$ cat config.mk
export PLATFORM = sky130hd
export DESIGN_NAME = stream_substring_replace_top
export DESIGN_NICKNAME = d
export VERILOG_FILES = /design/src/ssr_pkg.sv /design/src/ssr_front.sv /design/src/ssr_queue.sv /design/src/ssr_back.sv /design/src/stream_substring_replace_top.sv
export SDC_FILE = /design/constraint.sdc
export NUM_CORES = 2
export LEC_CHECK = 0
export BUFFER_PORTS_ARGS = -buffer_cell sky130_fd_sc_hd__buf_2
export CAP_MARGIN = 5
export CELL_PAD_IN_SITES_DETAIL_PLACEMENT = 1
export CELL_PAD_IN_SITES_GLOBAL_PLACEMENT = 2
export CORE_ASPECT_RATIO = 0.8
export CORE_MARGIN = 4
export CORE_UTILIZATION = 37
export CTS_BUF_LIST = sky130_fd_sc_hd__clkbuf_2 sky130_fd_sc_hd__clkbuf_4 sky130_fd_sc_hd__clkbuf_8
export CTS_CLUSTER_DIAMETER = 60
export CTS_CLUSTER_SIZE = 28
export DETAILED_ROUTE_END_ITERATION = 10
export GPL_TIMING_DRIVEN = 0
export PLACE_DENSITY = 0.83
export REMOVE_ABC_BUFFERS = 1
export SETUP_SLACK_MARGIN = 0.05
export SLEW_MARGIN = 15
export SYNTH_ARGS = -nofsm -noshare
export SYNTH_HDL_FRONTEND = slang
export SYNTH_SLANG_ARGS = --single-unit
$ cat constraint.sdc
create_clock -name clk -period 10.9 [get_ports clk]
set_input_delay 1.09 -clock clk [delete_from_list [all_inputs] [get_ports clk]]
set_output_delay 1.09 -clock clk [all_outputs]
set_load 0.02 [all_outputs]
$ cat src/ssr_pkg.sv
`timescale 1ns / 1ps
// ----------------------------------------------------------------------------
// ssr_pkg: shared types and constants for the substring replace block
// Widths, register indexes, the command word that moves from the front end
// to the emitter, and the configuration event bundle.
// ----------------------------------------------------------------------------
package ssr_pkg;

  localparam int PAT_CAP         = 16;
  localparam int BYTE_W          = 8;
  localparam int CNT_W           = $clog2(PAT_CAP + 1);
  localparam int TOT_W           = 16;
  localparam int CFG_DATA_W      = 64;
  localparam int CFG_IDX_W       = 3;
  localparam int DEF_MAX_FIND    = 16;
  localparam int DEF_MAX_REPL    = 16;
  localparam int DEF_QUEUE_DEPTH = 4;

  localparam logic [CFG_IDX_W-1:0] REG_FIND_LO  = 3'd0;
  localparam logic [CFG_IDX_W-1:0] REG_FIND_HI  = 3'd1;
  localparam logic [CFG_IDX_W-1:0] REG_FIND_LEN = 3'd2;
  localparam logic [CFG_IDX_W-1:0] REG_REPL_LO  = 3'd3;
  localparam logic [CFG_IDX_W-1:0] REG_REPL_HI  = 3'd4;
  localparam logic [CFG_IDX_W-1:0] REG_REPL_LEN = 3'd5;
  localparam logic [CFG_IDX_W-1:0] REG_BUDGET   = 3'd6;

  localparam logic [TOT_W-1:0] RESET_BUDGET = 16'hFFFF;

  localparam logic KIND_DATA = 1'b0;
  localparam logic KIND_END  = 1'b1;

  // Usable pattern bytes for a given storage limit.
  function automatic int cap_len(input int n);
    return (n < PAT_CAP) ? n : PAT_CAP;
  endfunction

  // One burst of output words: cnt data bytes from data (byte 0 first),
  // then an end report when fin is set. base is the byte count before it.
  typedef struct packed {
    logic [PAT_CAP*BYTE_W-1:0] data;
    logic [CNT_W-1:0]          cnt;
    logic                      fin;
    logic [TOT_W-1:0]          base;
  } cmd_t;

  typedef struct packed {
    logic             clear_fill;
    logic             set_budget;
    logic [TOT_W-1:0] budget;
  } cfg_ev_t;

endpackage

$ cat src/ssr_front.sv
`timescale 1ns / 1ps
// ----------------------------------------------------------------------------
// ssr_front: window, match and budget bookkeeping
// Accepts input words, compares the window with the find pattern and turns
// each word into at most one burst command for the emitter.
// ----------------------------------------------------------------------------
module ssr_front import ssr_pkg::*; #(
  parameter int MAX_FIND = DEF_MAX_FIND,
  parameter int MAX_REPL = DEF_MAX_REPL
) (
  input  logic                                  clk,
  input  logic                                  rst,
  input  logic                                  in_valid,
  output logic                                  in_ready,
  input  logic [BYTE_W-1:0]                     in_byte,
  input  logic                                  has_byte,
  input  logic                                  final_byte,
  input  logic [cap_len(MAX_FIND)*BYTE_W-1:0]   find_pat,
  input  logic [cap_len(MAX_REPL)*BYTE_W-1:0]   repl_pat,
  input  logic [CNT_W-1:0]                      find_len,
  input  logic [CNT_W-1:0]                      repl_len,
  input  logic [TOT_W-1:0]                      out_budget,
  input  cfg_ev_t                               cfg_ev,
  input  logic                                  q_full,
  output logic                                  q_push,
  output cmd_t                                  q_cmd
);

  localparam int WD = cap_len(MAX_FIND);

  logic [BYTE_W-1:0]        win [WD];
  logic [BYTE_W-1:0]        win_p [WD];
  logic [WD*BYTE_W-1:0]     win_pk;
  logic [CNT_W-1:0]         fill;
  logic [CNT_W-1:0]         fill_p;
  logic [CNT_W-1:0]         fill_next;
  logic [CNT_W-1:0]         want;
  logic [CNT_W-1:0]         n;
  logic [TOT_W-1:0]         bw;
  logic [TOT_W-1:0]         room;
  logic [TOT_W-1:0]         bw_step;
  logic [TOT_W-1:0]         room_step;
  logic                     br;
  logic                     br_eff;
  logic                     push;
  logic                     full;
  logic                     hit;
  logic                     proc;
  logic                     shift;
  logic                     acc;

  assign in_ready = !q_full;
  assign acc      = in_valid && in_ready;

  always_comb begin
    br_eff = br || (room == '0);
    push   = !br_eff && has_byte && (fill < find_len);
    for (int i = 0; i < WD; i++) begin
      win_p[i]                 = (push && fill == CNT_W'(i)) ? in_byte : win[i];
      win_pk[i*BYTE_W+:BYTE_W] = win_p[i];
    end
    fill_p = fill + CNT_W'(push);
    full   = (fill_p == find_len);
    hit    = full;
    for (int i = 0; i < WD; i++) begin
      if (CNT_W'(i) < find_len && win_p[i] != find_pat[i*BYTE_W+:BYTE_W]) begin
        hit = 1'b0;
      end
    end
    proc = !br_eff && full;
    if (final_byte) begin
      want = br_eff ? '0 : (hit ? repl_len : fill_p);
    end else begin
      want = proc ? (hit ? repl_len : CNT_W'(1)) : '0;
    end
    // clip the burst at the remaining budget
    n         = (room < TOT_W'(want)) ? room[CNT_W-1:0] : want;
    bw_step   = bw + TOT_W'(n);
    room_step = room - TOT_W'(n);
    shift     = !final_byte && proc && !hit;
    fill_next = proc ? (hit ? '0 : fill_p - CNT_W'(1)) : fill_p;

    q_cmd.data = hit ? (PAT_CAP*BYTE_W)'(repl_pat) : (PAT_CAP*BYTE_W)'(win_pk);
    q_cmd.cnt  = n;
    q_cmd.fin  = final_byte;
    q_cmd.base = bw;
    q_push     = acc && (final_byte || n != '0);
  end

  always_ff @(posedge clk) begin
    if (rst) begin
      fill <= '0;
      bw   <= '0;
      room <= RESET_BUDGET;
      br   <= 1'b0;
    end else begin
      if (acc) begin
        if (final_byte) begin
          fill <= '0;
          bw   <= '0;
          room <= out_budget;
          br   <= 1'b0;
        end else begin
          fill <= fill_next;
          bw   <= bw_step;
          room <= room_step;
          br   <= br || (room_step == '0);
        end
      end
      if (cfg_ev.clear_fill) begin
        fill <= '0;
      end
      if (cfg_ev.set_budget) begin
        room <= (cfg_ev.budget > bw) ? cfg_ev.budget - bw : '0;
      end
    end
  end

  // window bytes: shift out the oldest byte after a miss
  always_ff @(posedge clk) begin
    if (acc) begin
      for (int i = 0; i < WD - 1; i++) begin
        win[i] <= shift ? win_p[i+1] : win_p[i];
      end
      win[WD-1] <= win_p[WD-1];
    end
  end

endmodule

$ cat src/ssr_queue.sv
`timescale 1ns / 1ps
// ----------------------------------------------------------------------------
// ssr_queue: command queue between front end and emitter
// Small circular buffer of burst commands with a full flag and a head view.
// ----------------------------------------------------------------------------
module ssr_queue import ssr_pkg::*; #(
  parameter int DEPTH = DEF_QUEUE_DEPTH
) (
  input  logic clk,
  input  logic rst,
  input  logic wr_en,
  input  cmd_t wr_cmd,
  output logic full,
  output logic rd_valid,
  output cmd_t rd_cmd,
  input  logic rd_en
);

  localparam int PTR_W = $clog2(DEPTH);
  localparam int CNT_QW = $clog2(DEPTH + 1);

  cmd_t              entry [DEPTH];
  logic [PTR_W-1:0]  wr_ptr;
  logic [PTR_W-1:0]  rd_ptr;
  logic [CNT_QW-1:0] count;

  assign full     = (count == CNT_QW'(DEPTH));
  assign rd_valid = (count != '0);
  assign rd_cmd   = entry[rd_ptr];

  always_ff @(posedge clk) begin
    if (rst) begin
      wr_ptr <= '0;
      rd_ptr <= '0;
      count  <= '0;
    end else begin
      if (wr_en) begin
        wr_ptr <= (wr_ptr == PTR_W'(DEPTH - 1)) ? '0 : wr_ptr + PTR_W'(1);
      end
      if (rd_en) begin
        rd_ptr <= (rd_ptr == PTR_W'(DEPTH - 1)) ? '0 : rd_ptr + PTR_W'(1);
      end
      count <= count + CNT_QW'(wr_en) - CNT_QW'(rd_en);
    end
  end

  always_ff @(posedge clk) begin
    if (wr_en) begin
      entry[wr_ptr] <= wr_cmd;
    end
  end

endmodule

$ cat src/ssr_back.sv
`timescale 1ns / 1ps
// ----------------------------------------------------------------------------
// ssr_back: burst emitter
// Unrolls a command into output words, one per cycle unless stalled, into the
// output register; the next command is popped once the last word is loaded.
// ----------------------------------------------------------------------------
module ssr_back import ssr_pkg::*; (
  input  logic              clk,
  input  logic              rst,
  input  logic              q_valid,
  input  cmd_t              q_cmd,
  output logic              q_pop,
  output logic              out_valid,
  input  logic              out_ready,
  output logic              item_kind,
  output logic [BYTE_W-1:0] out_char,
  output logic [TOT_W-1:0]  written_total,
  output logic              run_end
);

  logic                      busy;
  logic [PAT_CAP*BYTE_W-1:0] data;
  logic [CNT_W-1:0]          cnt;
  logic                      fin;
  logic [PAT_CAP*BYTE_W-1:0] src_data;
  logic [CNT_W-1:0]          src_cnt;
  logic                      src_fin;
  logic [TOT_W-1:0]          src_tot;
  logic [TOT_W-1:0]          tot;
  logic                      advance;
  logic                      have;
  logic                      is_data;
  logic                      last;

  always_comb begin
    // take the burst in flight, else the queue head
    src_data = busy ? data : q_cmd.data;
    src_cnt  = busy ? cnt : q_cmd.cnt;
    src_fin  = busy ? fin : q_cmd.fin;
    src_tot  = busy ? written_total : q_cmd.base;
    advance  = !out_valid || out_ready;
    have     = busy || q_valid;
    is_data  = (src_cnt != '0);
    last     = is_data ? (src_cnt == CNT_W'(1) && !src_fin) : 1'b1;
    tot      = is_data ? src_tot + TOT_W'(1) : src_tot;
    q_pop    = advance && !busy && q_valid;
  end

  always_ff @(posedge clk) begin
    if (rst) begin
      out_valid <= 1'b0;
      busy      <= 1'b0;
    end else if (advance) begin
      out_valid <= have;
      if (have) begin
        busy <= !last;
      end
    end
  end

  always_ff @(posedge clk) begin
    if (advance && have) begin
      item_kind     <= is_data ? KIND_DATA : KIND_END;
      out_char      <= is_data ? src_data[BYTE_W-1:0] : '0;
      written_total <= tot;
      run_end       <= last;
      data          <= src_data >> BYTE_W;
      cnt           <= is_data ? src_cnt - CNT_W'(1) : src_cnt;
      fin           <= src_fin;
    end
  end

endmodule

$ cat src/stream_substring_replace_top.sv
`timescale 1ns / 1ps
// ----------------------------------------------------------------------------
// stream_substring_replace_top: streaming find-and-replace over a byte string
// Path: an accepted input word goes through the command queue, then the output
//   register, when the command queue is empty and the emitter is idle.
// Throughput: one input word per cycle while the command queue has room; the
//   emitter writes one output word per cycle while not stalled, so a word that
//   causes k results holds the output side until all k are written (a
//   replacement burst of up to 16 bytes plus the end report is up to 17 words).
// Reset: synchronous, empties window and queue, clears the byte count and the
//   output valid flag; budget and configuration registers return to reset values.
// ----------------------------------------------------------------------------
module stream_substring_replace_top import ssr_pkg::*; #(
  parameter int MAX_FIND    = DEF_MAX_FIND,
  parameter int MAX_REPL    = DEF_MAX_REPL,
  parameter int QUEUE_DEPTH = DEF_QUEUE_DEPTH
) (
  input  logic                  clk,
  input  logic                  rst,
  // configuration write port
  input  logic                  cfg_write,
  input  logic [CFG_IDX_W-1:0]  cfg_index,
  input  logic [CFG_DATA_W-1:0] cfg_data,
  // input word channel
  input  logic                  in_valid,
  output logic                  in_ready,
  input  logic [BYTE_W-1:0]     in_byte,
  input  logic                  has_byte,
  input  logic                  final_byte,
  // output word channel
  output logic                  out_valid,
  input  logic                  out_ready,
  output logic                  item_kind,
  output logic [BYTE_W-1:0]     out_char,
  output logic [TOT_W-1:0]      written_total,
  output logic                  run_end
);

  localparam int FC = cap_len(MAX_FIND);
  localparam int RC = cap_len(MAX_REPL);

  // Configuration registers. Only pattern bytes that can ever be used are
  // stored; lengths are kept already clamped to what the datapath supports.
  logic [FC*BYTE_W-1:0] find_pat;
  logic [RC*BYTE_W-1:0] repl_pat;
  logic [CNT_W-1:0]     find_len;
  logic [CNT_W-1:0]     repl_len;
  logic [TOT_W-1:0]     out_budget;
  logic [CNT_W-1:0]     len_raw;
  logic [CNT_W-1:0]     find_len_w;
  logic [CNT_W-1:0]     repl_len_w;
  cfg_ev_t              cfg_ev;

  // front end to queue, queue to emitter
  logic                 q_full;
  logic                 q_push;
  cmd_t                 q_wr_cmd;
  logic                 q_valid;
  cmd_t                 q_rd_cmd;
  logic                 q_pop;

  always_comb begin
    len_raw = cfg_data[CNT_W-1:0];
    // an empty find pattern acts as one byte; long ones saturate
    if (len_raw == '0) begin
      find_len_w = CNT_W'(1);
    end else if (len_raw > CNT_W'(FC)) begin
      find_len_w = CNT_W'(FC);
    end else begin
      find_len_w = len_raw;
    end
    repl_len_w = (len_raw > CNT_W'(RC)) ? CNT_W'(RC) : len_raw;

    // a new pattern length drops whatever the window holds
    cfg_ev.clear_fill = cfg_write && (cfg_index == REG_FIND_LEN);
    cfg_ev.set_budget = cfg_write && (cfg_index == REG_BUDGET);
    cfg_ev.budget     = cfg_data[TOT_W-1:0];
  end

  always_ff @(posedge clk) begin
    if (rst) begin
      find_pat   <= '0;
      repl_pat   <= '0;
      find_len   <= CNT_W'(1);
      repl_len   <= '0;
      out_budget <= RESET_BUDGET;
    end else if (cfg_write) begin
      unique case (cfg_index)
        REG_FIND_LO: begin
          for (int b = 0; b < FC && b < 8; b++) begin
            find_pat[b*BYTE_W+:BYTE_W] <= cfg_data[b*BYTE_W+:BYTE_W];
          end
        end
        REG_FIND_HI: begin
          for (int b = 8; b < FC; b++) begin
            find_pat[b*BYTE_W+:BYTE_W] <= cfg_data[(b-8)*BYTE_W+:BYTE_W];
          end
        end
        REG_FIND_LEN: find_len <= find_len_w;
        REG_REPL_LO: begin
          for (int b = 0; b < RC && b < 8; b++) begin
            repl_pat[b*BYTE_W+:BYTE_W] <= cfg_data[b*BYTE_W+:BYTE_W];
          end
        end
        REG_REPL_HI: begin
          for (int b = 8; b < RC; b++) begin
            repl_pat[b*BYTE_W+:BYTE_W] <= cfg_data[(b-8)*BYTE_W+:BYTE_W];
          end
        end
        REG_REPL_LEN: repl_len <= repl_len_w;
        REG_BUDGET:   out_budget <= cfg_data[TOT_W-1:0];
        default: ;
      endcase
    end
  end

  // Front end: shift bytes into the window, match, account the budget and
  // hand one burst command per productive word to the queue.
  ssr_front #(
    .MAX_FIND (MAX_FIND),
    .MAX_REPL (MAX_REPL)
  ) u_front (
    .clk        (clk),
    .rst        (rst),
    .in_valid   (in_valid),
    .in_ready   (in_ready),
    .in_byte    (in_byte),
    .has_byte   (has_byte),
    .final_byte (final_byte),
    .find_pat   (find_pat),
    .repl_pat   (repl_pat),
    .find_len   (find_len),
    .repl_len   (repl_len),
    .out_budget (out_budget),
    .cfg_ev     (cfg_ev),
    .q_full     (q_full),
    .q_push     (q_push),
    .q_cmd      (q_wr_cmd)
  );

  // Queue: absorb replacement bursts so input keeps flowing.
  ssr_queue #(
    .DEPTH (QUEUE_DEPTH)
  ) u_queue (
    .clk      (clk),
    .rst      (rst),
    .wr_en    (q_push),
    .wr_cmd   (q_wr_cmd),
    .full     (q_full),
    .rd_valid (q_valid),
    .rd_cmd   (q_rd_cmd),
    .rd_en    (q_pop)
  );

  // Emitter: one word per cycle into the output register while not stalled.
  ssr_back u_back (
    .clk           (clk),
    .rst           (rst),
    .q_valid       (q_valid),
    .q_cmd         (q_rd_cmd),
    .q_pop         (q_pop),
    .out_valid     (out_valid),
    .out_ready     (out_ready),
    .item_kind     (item_kind),
    .out_char      (out_char),
    .written_total (written_total),
    .run_end       (run_end)
  );

endmodule

---- Yosys cells after proc, flatten, opt, wreduce, memory -nomap -nowiden ----
Memories as Yosys holds them, arrays and structs flattened. A register that Yosys moved wholly into a read port is not among the register bits.
Cells that the tools add are included.
operators by class
  add/subtract/negate cells ............... 11
  reductions and logical operators ........ 76
  magnitude comparators ................... 20
  multiplexer cells ....................... 81
  equality and inequality tests ........... 42
operator list
  cell                                                  number
  two-way mux 8 bit                                     31
  two-way mux 128 bit                                   1
  != test 8 bit                                         16
  two-way mux 120 bit                                   1
  two-way mux 16 bit                                    7
  two-way mux 5 bit                                     13
  logical AND 1 bit                                     45
  equality test 5 x 4 -> 1 bit (second input constant)  8
  < comparator 4 x 5 -> 1 bit (first input constant)    8
  zero test 16 bit                                      2
  two-way mux 1 bit                                     24
  equality test 5 x 3 -> 1 bit (second input constant)  4
  < comparator 3 x 5 -> 1 bit (first input constant)    4
  adder 16 x 1 -> 16 bit (second input constant)        1
  adder 16 x 5 -> 16 bit                                1
  greater-than comparator 16 bit                        1
  < comparator 16 x 5 -> 1 bit                          1
  AND reduction 2 bit                                   8
  subtractor 16 bit                                     1
  subtractor 16 x 5 -> 16 bit                           1
  equality test 3 bit (second input constant)           4
  equality test 5 x 1 -> 1 bit (second input constant)  2
  equality test 5 x 2 -> 1 bit (second input constant)  2
  zero test 5 bit                                       2
  other kinds (21)                                      42
word-level totals
  input port bits ......................... 82
  logic and storage cells ................. 256
  RAM bits ................................ 728
  bits in registers ....................... 481
  output and inout bits ................... 28
  memories kept ........................... 2
memory list
  name           depth  width  read ports  clocked after Yosys merged registers in  wr ports  line             RTL
  u_queue.entry  4      150    1           1                                        1         ssr_queue.sv:22  cmd_t entry [DEPTH];
  u_front.win    16     8      16          0                                        16        ssr_front.sv:31  logic [BYTE_W-1:0] win [WD];

---- Depth between registers and ports, before layout ----
  depth in word-level cells ............... 35
  depth in mapped cells ................... 44
  mapped depth without buffers ............ 40

---- Modules after synthesis ----
A second synthesis with hierarchy kept.
unflattened totals
  cells, all modules ...................... 4644
  area, all modules ....................... 55391.9 um^2
by module, submodules not included
  module                        seq. area each (um^2)  times used  area an instance (um^2)  cells each
  ssr_queue                     18197.5                1           22082.4                  827
  ssr_front                     4604.4                 1           16343.2                  2155
  stream_substring_replace_top  5645.4                 1           9895.7                   1231
  ssr_back                      4604.4                 1           7070.5                   431

---- Worst setup path after synthesis ----
OpenSTA, ideal clock, no wires.
  kind .................................... reg2reg
  from .................................... register find_len[1]
  to ...................................... memory u_queue.entry[1][0] (netlist name), enable pin
  path buffers ............................ 4
  data required time ...................... 10372 ps
  path slack .............................. -62 ps
  cell stages (with the launch flop) ...... 35
  arrival time ............................ 10435 ps
  clock period less this slack ............ 10962 ps
  library setup time ...................... 528 ps
  cell sequence ........................... dfxtp_1 clkbuf_1 inv_1 ha_1 o21ai_0 o21ai_1 nand2_1 clkbuf_1 nand2_1 nor3b_1 ha_1 ha_1 xor2_1 xnor2_1 nor3_1 nand3_1 nor3_1 o2111ai_1 a21oi_1 and4_1 clkbuf_1 nand3_1 nor2_1 a21o_1 inv_1 ha_1 and3_1 a211oi_1 o21ai_1 o21bai_2 buf_2 o21ai_0 nor2_1 a21oi_1 and2_1
RTL lines
  element                 line                                RTL
  from (decl)             stream_substring_replace_top.sv:46  logic [CNT_W-1:0] find_len;
  from (signal assigned)  stream_substring_replace_top.sv:99  REG_FIND_LEN: find_len <= find_len_w;
  to (decl)               ssr_queue.sv:22

==> metrics.md <==
| Metric | Value |
|---|---|
| Detailed-route DRC error count | 0 |
| Non-filler cells, final | 6,711 |
| Min-delay worst type | flip-flop to flip-flop |
| Max_slew headroom | 15.0% |
| Worst path slowest cell | dfxtp_1 |
| Fillers | 15,400 |
| Worst Setup Path Type | flip-flop to flip-flop |
| Largest net degree at the start of global routing | 111 |
| Pwr Density | 236 nW/um^2 |
| Dpl cells | 6,516 |
| DR vias | 38,800 |
| Final core utilization | 41.7% |
| CTS Buffer Depth | 3 |
| CP dominant cell by count | ha_1 |
| Avg Cell Area, Syn | 11.7 sq um |
| TritonCTS buffer count | 84 |
| P_sw | 5.17 mW |
| Yosys reg bits | 1,211 |
| Area growth syn-to-layout | 11.6% |
| Die width | 437 um |
| Initial Util | 37.3% |
| Clock power frac | 19.8% |
| Final min period | 10,360 ps |
| PnR worst setup slack | 537 ps |
| Max-cap violations | 0 |
| Arr. time, crit path | 11,150 ps |
| Pint | 9.14 mW |
| Most frequent cells in the layout | 880 x edfxtp_1, 685 x nand2_1, 533 x nor2_1 |
| Gr usage total | 23.4% |
| Clk Latency, worst-skew pair | 880 ps |
| FFs w/ async S/R, synth | 0% |
| Comb power frac | 31.0% |
| Vias in the first global route | 38,900 |
| FP Rows | 125 |
| CTS tree | yes |
| Prevailing post-synth register cell | edfxtp_1 |
| Multi-input gate area | 20,300 sq um |
| Core footprint | 146,000 sq um |
| Clk_skew | 57.2 ps |
| Seq pwr share | 49.2% |
| Drt first-iter violations | 4,273 |
| Hold buffers post-CTS | 0 |
| Crit-path max cell delay | 570 ps |
| Wire per inst | 27.4 um |
| Post-Syn Area | 54,400 sq um |
| Post-Syn Instances | 4,632 |
| Die span in y | 351 um |
| Fin nets | 4,781 |
| Antenna violations before repair | 22 |
| Finish-stage setup viols | 0 |
| Worst slack at placement | -2280 ps |
| Die ar. | 153,000 sq um |
| Clk root buf | clkbuf_8 |
| Layout cells sized above 1 | 15.2% |
| Synth cell types | 92 |
| EDFF count, synth | 880 |
| IO buf count | 109 |
| Switching share of total power | 36.1% |
| Crit-path max FO | 50 |
| Final HPWL DP | 123,000 um |
| Total wire length | 184,000 um |
| GRT overflow | 0 |
| Status | finished, final reports clean |
| Initial DRT Pass Iterations | 5 |
| Final Hold Fails | 0 |
| Routed Antenna Nets | 0 |
| CP Capture Type | flip-flop |
| Slew Viols, Final | 0 |
| Commonest non-fill, non-tap cell in the layout | edfxtp_1 |
| GPL Wtd Cong | 0.870 |
| Number of vias per cell | 5.78 |
| Clock transition at path regs | 140 ps |
| Global-route wire length before repair | 268,000 um |
| Leakage dissipation | 20.5 nW |
| Period Utilization, post-route | 95.1% |
| Least-Margin Pin Slew | 1280 ps |
| Sequential-to-total area share from yosys stat | 60.8% |
| CP Launch Type | flip-flop |
| Syn. warnings | 0 |
| H-Tree Depth | 3 |
| Total negative slack | 0 ps |
| Maximum vdd drop | 117 uV |
| Critical Path RT | 11,680 ps |
| Sequential cell area | 33,100 sq um |
| Clk sinks | 1,211 |
| Fmax | 96.5 MHz |
| Num ports | 110 |
stage by stage:
stage	cell area [sq um]	hold WS [ps]	total power [mW]
floorplan	53400	428	9.80
global placement	56400	442	11.8
detailed placement	58100	447	11.5
CTS	60400	427	14.3
global route	60600	447	14.9
finish	60700	465	14.3
worst max-delay path, delay by kind of cell (launching register included):
kind	cells	cell delay, ps
xor gates and xnor gates	3	560
DFF	1	570
buffers and inverters	5	990
and+or+nand+nor	16	4270
adders and majority gates	5	1460
AOI/OAI and AO/OA	12	2410
path summary, 6_finish.rpt:
path                   start             to  slack (ps)  cells past startpoint
max          u_front.room[5]     u_front.br         540                     41
min            repl_pat[100]  repl_pat[100]         460                      2
max reg2reg  u_front.room[5]     u_front.br         540                     41
min reg2reg    repl_pat[100]  repl_pat[100]         460                      2
final cells by class:
| cell class | instances | area share, % |
|---|---|---|
| diodes | 13 | 0.0536 |
| clock buffers | 93 | 2.06 |
| clock inverters | 65 | 1.50 |
| inverters | 105 | 0.689 |
| multi-input cells | 3060 | 33.4 |
| flip-flops and latches | 1211 | 54.5 |
| well taps | 1968 | 4.06 |
| repair buffers | 196 | 3.69 |
flip-flops by register name, summed over array words and instances, names as in the netlist, 2 cells and up, named ones only:
name	cells
repl_pat	128
u_front.room	16
u_queue.rd_ptr	2
u_front.bw	16
find_len	5
u_queue.wr_ptr	2
u_queue.count	3
u_back.out_char	8
find_pat	128
u_queue.entry	600
repl_len	5
u_back.data	120
u_front.win	128
out_budget	16
u_back.cnt	5
u_back.written_total	16
u_front.fill	5
synthesized netlist by cell type, drive strengths merged (6+ instances only):
cell type	count	share of area, %
o31ai	8	0.11
a211oi	11	0.15
o211ai	11	0.15
nor2b	18	0.21
mux2	126	2.6
dfxtp	331	12
a221oi	7	0.14
a31oi	36	0.41
xnor2	142	2.3
nand4	44	0.51
buf	46	0.34
mux2i	98	1.8
or2	10	0.12
or3	13	0.15
a21oi	515	4.7
and3	10	0.12
or4	6	0.090
a2111oi	6	0.11
nor4	30	0.37
nor2	536	3.7
ha	39	0.90
edfxtp	880	49
o21bai	6	0.090
clkbuf	216	1.5
inv	98	0.68
nand2	690	4.8
o21ai	64	0.59
a222oi	10	0.18
a22oi	16	0.22
mux4	150	6.2
and2	20	0.23
clkinv	7	0.048
a21boi	6	0.083
nand2b	12	0.14
nand3	65	0.62
a21o	10	0.14
o22ai	115	1.3
xor2	92	1.5
nor3	50	0.48
kinds of logic (layout without fill, tap and decap cells):
group / after synthesis / count (layout) / synth area share (%)
buffers and inverters: 367 / 459 / 2.55
muxes: 374 / 374 / 10.6
other: 0 / 13 / 0
adders and majority gates: 46 / 46 / 1.07
xor gates and xnor gates: 234 / 234 / 3.77
AOI/OAI and AO/OA: 871 / 871 / 9.29
and+or+nand+nor: 1529 / 1535 / 11.9
DFF: 1211 / 1211 / 60.8
per-layer routing:
metal  track usage, %  wire [um]  part of all wire [%]  vias up
li1                 -          -                     -    16900
met1             34.1      82300                    45    20100
met2             36.2      81900                    44     1416
met3             4.19      14600                   7.9      302
met4             6.19       5260                   2.9        6
met5                0         28                 0.015        -
power by group through the flow:
stage | logic [mW] | clock network, mW | registers (mW)
after floorplan | 2.70 | 0 | 7.10
after CTS | 4.40 | 2.88 | 7.03
final | 4.43 | 2.84 | 7.04
after detailed placement | 4.33 | 0 | 7.13
after global routing | 4.74 | 3.07 | 7.11
after global placement | 4.20 | 0 | 7.62
what timing repair did:
| item | 4_1_cts | 5_1_grt |
|---|---|---|
| gates resized for setup | 22 | 14 |
| gates cloned | 4 | 2 |
| setup endpoints to repair | 636 | 631 |
| buffers inserted | 12 | 4 |
| pin swaps | 7 | 9 |
No activity file was read; power rests on OpenSTA's default activity.
